File: src/sv/assert_macros.svh
// Assertion helpers shared by the RTL.
`ifndef ASSERT_MACROS_SVH
`define ASSERT_MACROS_SVH

// Check a property on every clock edge outside reset.
`define UDM_ASSERT(name, prop) \
   name: assert property (@(posedge clock) disable iff (reset) prop) \
      else $error("udp demux table check failed");

// Check a property on every clock edge, reset included.
`define UDM_ASSERT_ALWAYS(name, prop) \
   name: assert property (@(posedge clock) prop) \
      else $error("udp demux table check failed");

`endif

File: src/sv/udpdmx_pkg.sv
`timescale 1ns / 1ps
package udpdmx_pkg;

   localparam logic [1:0] CMD_BIND    = 2'd0;
   localparam logic [1:0] CMD_CONNECT = 2'd1;
   localparam logic [1:0] CMD_REMOVE  = 2'd2;
   localparam logic [1:0] CMD_LOOKUP  = 2'd3;

   localparam logic [1:0] STS_OK          = 2'd0;
   localparam logic [1:0] STS_UNREACHABLE = 2'd1;
   localparam logic [1:0] STS_SILENT      = 2'd2;
   localparam logic [1:0] STS_NO_SLOT     = 2'd3;

   localparam logic [15:0] EPH_BASE = 16'd4096;
   localparam logic [15:0] EPH_TOP  = 16'h7FFF;

   localparam logic [31:0] NETMASK_RESET = 32'hFFFF_FF00;

   // One endpoint slot as kept in the slot memory.
   typedef struct packed {
      logic [31:0] laddr;
      logic [15:0] lport;
      logic [31:0] paddr;
      logic [15:0] pport;
   } slot_rec_type;

endpackage

File: src/sv/udp_port_demux_table_core.sv
`timescale 1ns / 1ps
`include "assert_macros.svh"
// UDP endpoint demultiplex table. Start a command (bind, connect, remove or
// lookup) by raising start while busy is low; busy then stays high until the
// single result has been shown on the rsp_ ports for one cycle with rsp_valid
// high. The receiver cannot stall, so capture the result in that cycle.
// One shared compare unit walks the tables through memories with one read and
// one write port each. Lookup reads the linked slots in search order and stops
// early on a full match. Bind and connect write the slot; a newly linked slot
// is put at the front of the search order, and a local port of 0 gets an
// ephemeral port, each candidate compared against every linked slot. Remove
// walks the search order only when the slot was linked. There is no clearing
// pass after reset: per-slot linked bits mark valid memory entries.
// The netmask register may be written at any time csr_ready is high; write it
// only while the block is idle.
module udp_port_demux_table_core
   import udpdmx_pkg::*;
#(
   parameter int SLOTS = 16
) (
   input  logic        clock,
   input  logic        reset,
   // command channel
   input  logic        start,
   output logic        busy,
   input  logic [1:0]  req_command,
   input  logic [3:0]  req_slot,
   input  logic [31:0] req_own_addr,
   input  logic [15:0] req_own_port,
   input  logic [31:0] req_peer_addr,
   input  logic [15:0] req_peer_port,
   // result channel
   output logic        rsp_valid,
   output logic [1:0]  rsp_status,
   output logic [3:0]  rsp_hit_slot,
   output logic [15:0] rsp_bound_port,
   // netmask register
   input  logic        csr_valid,
   output logic        csr_ready,
   input  logic [31:0] csr_wdata
);

   localparam int SW = $clog2(SLOTS);
   localparam int CW = $clog2(SLOTS + 1);
   localparam int TW = $clog2(SLOTS + 3);

   localparam logic [3:0] ST_IDLE     = 4'd0;
   localparam logic [3:0] ST_SELF     = 4'd1;
   localparam logic [3:0] ST_EPH_NEXT = 4'd2;
   localparam logic [3:0] ST_EPH_RD   = 4'd3;
   localparam logic [3:0] ST_EPH_CMP  = 4'd4;
   localparam logic [3:0] ST_WRITE    = 4'd5;
   localparam logic [3:0] ST_LNK_RD   = 4'd6;
   localparam logic [3:0] ST_LNK_WR   = 4'd7;
   localparam logic [3:0] ST_LNK_TOP  = 4'd8;
   localparam logic [3:0] ST_UNL_RD   = 4'd9;
   localparam logic [3:0] ST_UNL_WR   = 4'd10;
   localparam logic [3:0] ST_LK_ORD   = 4'd11;
   localparam logic [3:0] ST_LK_SLOT  = 4'd12;
   localparam logic [3:0] ST_LK_CMP   = 4'd13;
   localparam logic [3:0] ST_DONE     = 4'd14;

   // control state
   logic [3:0]       state_ff, state_in;
   logic [SLOTS-1:0] linked_ff, linked_in;
   logic [SLOTS-1:0] conn_ff, conn_in;
   logic [CW-1:0]    cnt_ff, cnt_in;
   logic [15:0]      eph_ff, eph_in;
   logic [31:0]      netmask_ff;

   // per-command working registers
   logic [1:0]       cmd_ff, cmd_in;
   logic [3:0]       slot_ff, slot_in;
   logic [31:0]      lip_ff, lip_in;
   logic [15:0]      lport_ff, lport_in;
   logic [31:0]      rip_ff, rip_in;
   logic [15:0]      rport_ff, rport_in;
   slot_rec_type     rec_ff, rec_in;
   logic [CW-1:0]    i_ff, i_in;
   logic [CW-1:0]    j_ff, j_in;
   logic [SW-1:0]    idx_ff, idx_in;
   logic [TW-1:0]    tries_ff, tries_in;
   logic [SW-1:0]    t_ff, t_in;
   logic             p2_hit_ff, p2_hit_in;
   logic [SW-1:0]    p2_slot_ff, p2_slot_in;
   logic [1:0]       status_ff, status_in;
   logic [3:0]       hit_ff, hit_in;
   logic [15:0]      bport_ff, bport_in;

   // memories
   slot_rec_type     slot_mem [SLOTS];
   logic [SW-1:0]    order_mem [SLOTS];
   slot_rec_type     slot_rd_ff;
   logic [SW-1:0]    order_rd_ff;
   logic [SW-1:0]    slot_raddr;
   logic             slot_we;
   logic [SW-1:0]    order_raddr;
   logic             order_we;
   logic [SW-1:0]    order_waddr;
   logic [SW-1:0]    order_wdata;

   logic [SW-1:0]    sidx;
   logic [CW-1:0]    i_inc;
   logic [15:0]      eph_step;
   slot_rec_type     self_rec;
   logic             addr_ok;
   logic             full_hit;
   logic             part_hit;
   logic [31:0]      host_bits;
   logic             dst_silent;

   assign sidx      = SW'(slot_ff);
   assign i_inc     = i_ff + CW'(1);
   assign eph_step  = (eph_ff + 16'd1 > EPH_TOP) ? EPH_BASE : eph_ff + 16'd1;
   assign self_rec  = linked_ff[sidx] ? slot_rd_ff : '0;

   // shared compare unit over the entry just read
   assign addr_ok  = (slot_rd_ff.paddr == 32'd0 || slot_rd_ff.paddr == rip_ff) &&
                     (slot_rd_ff.laddr == 32'd0 || slot_rd_ff.laddr == lip_ff);
   assign full_hit = slot_rd_ff.pport == rport_ff && slot_rd_ff.lport == lport_ff &&
                     addr_ok;
   assign part_hit = !conn_ff[t_ff] && slot_rd_ff.lport == lport_ff && addr_ok;

   // broadcast, multicast or all-zero destinations miss silently
   assign host_bits  = ~netmask_ff;
   assign dst_silent = (lip_ff & host_bits) == host_bits || lip_ff == 32'hFFFF_FFFF ||
                       lip_ff == 32'd0 || lip_ff[31:28] == 4'hE;

   always_comb begin
      slot_raddr = idx_ff;
      case (state_ff)
         ST_IDLE:    slot_raddr = SW'(req_slot);
         ST_LK_SLOT: slot_raddr = order_rd_ff;
         default:    slot_raddr = idx_ff;
      endcase
   end

   assign order_raddr = (state_ff == ST_LNK_RD) ? SW'(i_ff - CW'(1)) : SW'(i_ff);

   assign slot_we = state_ff == ST_WRITE;

   always_comb begin
      order_we    = 1'b0;
      order_waddr = SW'(i_ff);
      order_wdata = order_rd_ff;
      case (state_ff)
         ST_LNK_WR: begin
            order_we = 1'b1;
         end
         ST_LNK_TOP: begin
            order_we    = 1'b1;
            order_waddr = '0;
            order_wdata = sidx;
         end
         ST_UNL_WR: begin
            order_we    = order_rd_ff != sidx;
            order_waddr = SW'(j_ff);
         end
         default: order_we = 1'b0;
      endcase
   end

   always_ff @(posedge clock) begin
      if (slot_we) begin
         slot_mem[sidx] <= rec_ff;
      end
      slot_rd_ff <= slot_mem[slot_raddr];
   end

   always_ff @(posedge clock) begin
      if (order_we) begin
         order_mem[order_waddr] <= order_wdata;
      end
      order_rd_ff <= order_mem[order_raddr];
   end

   // sequencer
   always_comb begin
      state_in   = state_ff;
      linked_in  = linked_ff;
      conn_in    = conn_ff;
      cnt_in     = cnt_ff;
      eph_in     = eph_ff;
      cmd_in     = cmd_ff;
      slot_in    = slot_ff;
      lip_in     = lip_ff;
      lport_in   = lport_ff;
      rip_in     = rip_ff;
      rport_in   = rport_ff;
      rec_in     = rec_ff;
      i_in       = i_ff;
      j_in       = j_ff;
      idx_in     = idx_ff;
      tries_in   = tries_ff;
      t_in       = t_ff;
      p2_hit_in  = p2_hit_ff;
      p2_slot_in = p2_slot_ff;
      status_in  = status_ff;
      hit_in     = hit_ff;
      bport_in   = bport_ff;

      case (state_ff)
         ST_IDLE: begin
            if (start) begin
               cmd_in    = req_command;
               slot_in   = req_slot;
               lip_in    = req_own_addr;
               lport_in  = req_own_port;
               rip_in    = req_peer_addr;
               rport_in  = req_peer_port;
               status_in = STS_OK;
               hit_in    = req_slot;
               bport_in  = 16'd0;
               i_in      = '0;
               j_in      = '0;
               p2_hit_in = 1'b0;
               if (req_command == CMD_LOOKUP) begin
                  hit_in   = 4'd0;
                  state_in = (cnt_ff == '0) ? ST_LK_CMP : ST_LK_ORD;
               end else if (32'(req_slot) >= SLOTS) begin
                  status_in = STS_NO_SLOT;
                  state_in  = ST_DONE;
               end else begin
                  state_in = ST_SELF;
               end
            end
         end

         ST_SELF: begin
            rec_in = self_rec;
            case (cmd_ff)
               CMD_BIND: begin
                  rec_in.laddr = lip_ff;
                  rec_in.lport = lport_ff;
                  state_in     = (lport_ff == 16'd0) ? ST_EPH_NEXT : ST_WRITE;
               end
               CMD_CONNECT: begin
                  rec_in.paddr = rip_ff;
                  rec_in.pport = rport_ff;
                  state_in     = (self_rec.lport == 16'd0) ? ST_EPH_NEXT : ST_WRITE;
               end
               default: begin
                  // remove: the linked bit alone voids the memory entry
                  if (linked_ff[sidx]) begin
                     state_in = ST_UNL_RD;
                  end else begin
                     conn_in[sidx] = 1'b0;
                     state_in      = ST_DONE;
                  end
               end
            endcase
            tries_in = '0;
         end

         ST_EPH_NEXT: begin
            eph_in   = eph_step;
            tries_in = tries_ff + TW'(1);
            idx_in   = '0;
            state_in = ST_EPH_RD;
         end

         ST_EPH_RD: begin
            state_in = ST_EPH_CMP;
         end

         ST_EPH_CMP: begin
            if (linked_ff[idx_ff] && slot_rd_ff.lport == eph_ff) begin
               if (tries_ff == TW'(SLOTS + 2)) begin
                  rec_in.lport = eph_ff;
                  state_in     = ST_WRITE;
               end else begin
                  state_in = ST_EPH_NEXT;
               end
            end else if (idx_ff == SW'(SLOTS - 1)) begin
               rec_in.lport = eph_ff;
               state_in     = ST_WRITE;
            end else begin
               idx_in   = idx_ff + SW'(1);
               state_in = ST_EPH_RD;
            end
         end

         ST_WRITE: begin
            bport_in = rec_ff.lport;
            if (cmd_ff == CMD_CONNECT) begin
               conn_in[sidx] = 1'b1;
            end
            if (!linked_ff[sidx]) begin
               linked_in[sidx] = 1'b1;
               i_in            = cnt_ff;
               state_in        = (cnt_ff == '0) ? ST_LNK_TOP : ST_LNK_RD;
            end else begin
               state_in = ST_DONE;
            end
         end

         ST_LNK_RD: begin
            state_in = ST_LNK_WR;
         end

         ST_LNK_WR: begin
            i_in     = i_ff - CW'(1);
            state_in = (i_ff == CW'(1)) ? ST_LNK_TOP : ST_LNK_RD;
         end

         ST_LNK_TOP: begin
            cnt_in   = cnt_ff + CW'(1);
            state_in = ST_DONE;
         end

         ST_UNL_RD: begin
            state_in = ST_UNL_WR;
         end

         ST_UNL_WR: begin
            if (order_rd_ff != sidx) begin
               j_in = j_ff + CW'(1);
            end
            i_in = i_inc;
            if (i_inc == cnt_ff) begin
               cnt_in          = cnt_ff - CW'(1);
               linked_in[sidx] = 1'b0;
               conn_in[sidx]   = 1'b0;
               state_in        = ST_DONE;
            end else begin
               state_in = ST_UNL_RD;
            end
         end

         ST_LK_ORD: begin
            state_in = ST_LK_SLOT;
         end

         ST_LK_SLOT: begin
            t_in     = order_rd_ff;
            state_in = ST_LK_CMP;
         end

         ST_LK_CMP: begin
            i_in = i_inc;
            if (cnt_ff != '0 && full_hit) begin
               hit_in   = 4'(t_ff);
               bport_in = slot_rd_ff.lport;
               state_in = ST_DONE;
            end else begin
               if (cnt_ff != '0 && part_hit && !p2_hit_ff) begin
                  p2_hit_in  = 1'b1;
                  p2_slot_in = t_ff;
               end
               if (cnt_ff == '0 || i_inc == cnt_ff) begin
                  state_in = ST_DONE;
                  if (cnt_ff != '0 && part_hit && !p2_hit_ff) begin
                     hit_in   = 4'(t_ff);
                     bport_in = slot_rd_ff.lport;
                  end else if (p2_hit_ff) begin
                     // the partial-match port is the lookup port itself
                     hit_in   = 4'(p2_slot_ff);
                     bport_in = lport_ff;
                  end else begin
                     status_in = dst_silent ? STS_SILENT : STS_UNREACHABLE;
                  end
               end else begin
                  state_in = ST_LK_ORD;
               end
            end
         end

         ST_DONE: begin
            state_in = ST_IDLE;
         end

         default: state_in = ST_IDLE;
      endcase
   end

   always_ff @(posedge clock) begin
      if (reset) begin
         state_ff   <= ST_IDLE;
         linked_ff  <= '0;
         conn_ff    <= '0;
         cnt_ff     <= '0;
         eph_ff     <= EPH_BASE;
         netmask_ff <= NETMASK_RESET;
      end else begin
         state_ff  <= state_in;
         linked_ff <= linked_in;
         conn_ff   <= conn_in;
         cnt_ff    <= cnt_in;
         eph_ff    <= eph_in;
         if (csr_valid && csr_ready) begin
            netmask_ff <= csr_wdata;
         end
      end
   end

   // payload: no reset needed
   always_ff @(posedge clock) begin
      cmd_ff     <= cmd_in;
      slot_ff    <= slot_in;
      lip_ff     <= lip_in;
      lport_ff   <= lport_in;
      rip_ff     <= rip_in;
      rport_ff   <= rport_in;
      rec_ff     <= rec_in;
      i_ff       <= i_in;
      j_ff       <= j_in;
      idx_ff     <= idx_in;
      tries_ff   <= tries_in;
      t_ff       <= t_in;
      p2_hit_ff  <= p2_hit_in;
      p2_slot_ff <= p2_slot_in;
      status_ff  <= status_in;
      hit_ff     <= hit_in;
      bport_ff   <= bport_in;
   end

   assign busy           = state_ff != ST_IDLE;
   assign rsp_valid      = state_ff == ST_DONE;
   assign rsp_status     = status_ff;
   assign rsp_hit_slot   = hit_ff;
   assign rsp_bound_port = bport_ff;
   assign csr_ready      = 1'b1;

   `UDM_ASSERT(a_single_strobe, rsp_valid |=> !rsp_valid && !busy)
   `UDM_ASSERT(a_start_takes, (start && !busy) |=> busy)
   `UDM_ASSERT(a_count_bound, cnt_ff <= CW'(SLOTS))
   `UDM_ASSERT(a_count_matches, (state_ff == ST_IDLE) |-> $countones(linked_ff) == int'(cnt_ff))
   `UDM_ASSERT_ALWAYS(a_reset_idle, reset |=> !busy)

endmodule

File: config.mk
export PLATFORM = sky130hd
export DESIGN_NAME = udp_port_demux_table_core
export DESIGN_NICKNAME = d
export VERILOG_FILES = /design/src/sv/udpdmx_pkg.sv /design/src/sv/udp_port_demux_table_core.sv
export VERILOG_INCLUDE_DIRS = /design/src /design/src/sv
export SDC_FILE = /design/constraint.sdc
export NUM_CORES = 2
export LEC_CHECK = 0
export BUFFER_PORTS_ARGS = -buffer_cell sky130_fd_sc_hd__buf_2
export CORE_ASPECT_RATIO = 0.8
export CORE_MARGIN = 3
export CORE_UTILIZATION = 55
export CTS_CLUSTER_DIAMETER = 80
export CTS_CLUSTER_SIZE = 10
export DETAILED_ROUTE_END_ITERATION = 7
export GPL_ROUTABILITY_DRIVEN = 0
export PLACE_DENSITY = 0.72
export SYNTH_ARGS = -nofsm -noshare
export SYNTH_HDL_FRONTEND = slang
export SYNTH_SLANG_ARGS = --single-unit
File: constraint.sdc
create_clock -name clock -period 12.2 [get_ports clock]
set_clock_uncertainty 0.1 [all_clocks]
set_input_delay 1.83 -clock clock [delete_from_list [all_inputs] [get_ports clock]]
set_output_delay 1.83 -clock clock [all_outputs]
set_load 0.01 [all_outputs]
==> impl_metrics.csv <==
group,metric,value,unit
timing,hold_viol_final,0,
yosys,ys_types,79,
clocking,numClockSinks,2036,
grt,grtUsageTotal,0.2575,
finish,seq_area,59250,um2
floorplan,die_area,152500,um2
clocking,ctsHoldBuffers,0,
yosys,synth_ff_type,"edfxtp_1",
worst_setup_path,critPathKind,"reg -> reg",
timing,finalCriticalPeriod,5.146,ns
floorplan,die_x,435.8,um
yosys,ys_ff_latch,2036,
timing,maxSlewHeadroom,0.1741,
timing,holdWs,0.3769,ns
timing,setup_violations,0,
yosys,ys.warnings.count,0,
clocking,numCtsBuffers,221,
worst_setup_path,reg2reg_from,"state_ff[0]",
yosys,syn_area_per_cell,15.76,um2
min_path,hold_path_class,"reg -> reg",
finish,multi_input_area,20910,um2
routing,drtPass1Iterations,6,
grt,grt_pass1_wl,293.9,mm
clocking,clock_latency,0.84,ns
yosys,synth_area,81290,um2
finish,nNetsFinal,5459,
job,max_cap_violations,0,
yosys,yosysSeqAreaShare,0.7288,
finish,n_fill_cell,10430,
grt,grt_max_degree,229,
worst_setup_path,crit_top_cell,"buf_4",
finish,design_area,90540,um2
status,status,"completed",
floorplan,initial_core_util,0.5571,
floorplan,coreArea,145900,um2
timing,rsz0062_at_grt,"false",
worst_setup_path,required,12.79,ns
pwr,ir_worst_vdd,0.0003297,V
worst_setup_path,path_buf_inv,3,
grt,grt.overflow.total,0,
finish,area_delta_synth_final,11.37,%
grt,antenna_found_initial,1,
finish,fin_util,0.6204,
routing,wire_per_inst,26.64,um
yosys,synthArstFlopShare,0,
grt,grt_pass1_vias,45110,
floorplan,die_h,349.9,um
floorplan,io-pin-count,163,
worst_setup_path,cp_slowest_cell,"buf_4",
timing,max_freq,194.3,MHz
clocking,path_clk_slew,0.06,ns
clocking,cts_resized,0,
place,io_buffers,161,
worst_setup_path,setup.worst_path.start,"state_ff[0]",
floorplan,num_rows,125,
clocking,cts_max_path_buffers,3,
routing,remaining_drc_errors,0,
clocking,clockRootBuffer,"clkbuf_16",
worst_setup_path,critPathArrivalTime,5.73,ns
timing,worstMarginPinSlew,1.231,ns
routing,routed_via_density,6.116,
worst_setup_path,critical_path.top_delay_family,"buffers and inverters",
timing,period_share,0.4218,
yosys,synth_cells,5159,
worst_setup_path,max_stage_delay,0.91,ns
place,post_dp_cell_area,84150,um2
timing,fin_tns_setup,0,ns
clocking,htree_num_levels,4,
routing,wirelength,198.3,mm
worst_setup_path,endpoint_kind,"register",
timing,drv_slew,0,
finish,drive_above_1_share,0.1527,
routing,drt-initial-drc-count,5095,
routing,vias,45520,
clocking,cts_tree,"done",
clocking,post-cts-setup-buffers,0,
place,dp_hpwl,99.97,mm
worst_setup_path,cp_cell_sequence,"nor2_1, o221ai_4, buf_12, buf_4, buf_4, mux2_2, o211ai_1, nand4_1",
worst_setup_path,cp_max_fo,127,
pwr,leakagePower,30.10,nW
yosys,synth_edf_count,1847,
pwr,power.density,260.0,nW/um2
routing,ant_nets,0,
worst_setup_path,startpoint_type,"register",
yosys,syn_nets,5310,
cell usage after synthesis (32+ instances only):
| cell | instances | area, um2 |
|---|---|---|
| buf_2 | 78 | 390.4 |
| nand2_1 | 601 | 2256 |
| nor4_1 | 48 | 300.3 |
| mux2_1 | 93 | 1047 |
| edfxtp_1 | 1847 | 55460 |
| nand3_1 | 36 | 180.2 |
| xor2_1 | 41 | 359.1 |
| nor2b_1 | 36 | 225.2 |
| o21ai_0 | 100 | 500.5 |
| xnor2_1 | 116 | 1016 |
| mux2i_1 | 421 | 4214 |
| buf_1 | 36 | 135.1 |
| mux2_2 | 297 | 3344 |
| o211ai_1 | 388 | 2913 |
| a21oi_1 | 40 | 200.2 |
| nor2_1 | 150 | 563.0 |
| nand2b_1 | 32 | 200.2 |
| dfxtp_1 | 189 | 3784 |
| nand4_1 | 137 | 857.1 |
| clkbuf_1 | 187 | 701.9 |
power breakdown:
group | switching (mW) | total, mW | internal, mW
clock | 2.59 | 6.00 | 3.41
combinational | 4.55 | 7.36 | 2.81
sequential | 1.14 | 10.2 | 9.04
total | 8.27 | 23.5 | 15.3
worst paths after layout:
kind | depth (start not counted) | to | slack, ns
max | 8 | slot_rd_ff[20] | 7.05
min | 2 | register | 0.38
max reg2reg | 8 | slot_rd_ff[20] | 7.05
min reg2reg | 2 | register | 0.38
cell families (layout without fill, tap and decap cells):
group / count (synthesis) / count (layout) / synth area share
xor+xnor: 158 / 158 / 0.01712
buf+inv: 325 / 641 / 0.01648
flops: 2036 / 2036 / 0.7288
compound gates: 676 / 676 / 0.05918
mux: 839 / 839 / 0.1137
fa+ha+maj: 13 / 13 / 0.002093
other cells: 1 / 2 / 0.00004613
simple gates: 1111 / 1111 / 0.06252
worst min-delay path, stage by stage, from the launching register on:
cell and delay, ns:
dfxtp_1 0.30, nand2b_1 0.06, mux2i_1 0.06
registers in the layout, summed over array words and instances, names as in the netlist, 2 cells and up, named ones only:
name	cells
rec_ff	96
idx_ff	4
t_ff	4
lport_ff	16
j_ff	4
cmd_ff	2
lip_ff	32
sidx	4
netmask_ff	32
rsp_bound_port	16
order_rd_ff	4
order_mem	64
state_ff	4
eph_ff	16
p2_slot_ff	4
rsp_status	2
slot_rd_ff	96
rsp_hit_slot	4
rip_ff	32
cnt_ff	5
rport_ff	16
tries_ff	5
i_ff	5
slot_mem	1536
final cells by class:
type                       count  area share
multi-input combinational   2798      0.2310
timing repair buffer         232     0.01603
inverter                      19   0.0008707
clock buffer                 379     0.06845
clock inverter                11    0.002018
tap                         1968     0.02720
antenna                        1  0.00002764
sequential                  2036      0.6544
layer usage:
layer | global-route usage | wire (um) | vias up
li1 | - | - | 20210
met1 | 0.3663 | 83340 | 22980
met2 | 0.4109 | 94070 | 1972
met3 | 0.03884 | 14860 | 357
met4 | 0.08809 | 6021 | 0
met5 | 0 | 0 | -
placed cells by master (no fill, tap or decap), drive strengths merged, types with 49 or more instances in the layout:
cell type     n
buf         232
clkbuf      379
dfxtp       189
edfxtp     1847
mux2        390
mux2i       421
nand2       602
nand4       137
nor2        150
nor4         49
o211ai      388
o21ai       106
xnor2       117
metrics by stage:
| stage | total power, mW | std cells | worst slack, ns |
|---|---|---|---|
| finish | 23.53 | 7444 | 7.054 |
| floorplan | 15.25 | 5159 | 6.310 |
| CTS | 23.59 | 7443 | 7.125 |
| global route | 24.60 | 7444 | 6.831 |
| global placement | 17.44 | 7053 | 6.339 |
| detailed placement | 17.60 | 7053 | 6.241 |
Power figures use the tool's default switching activity.
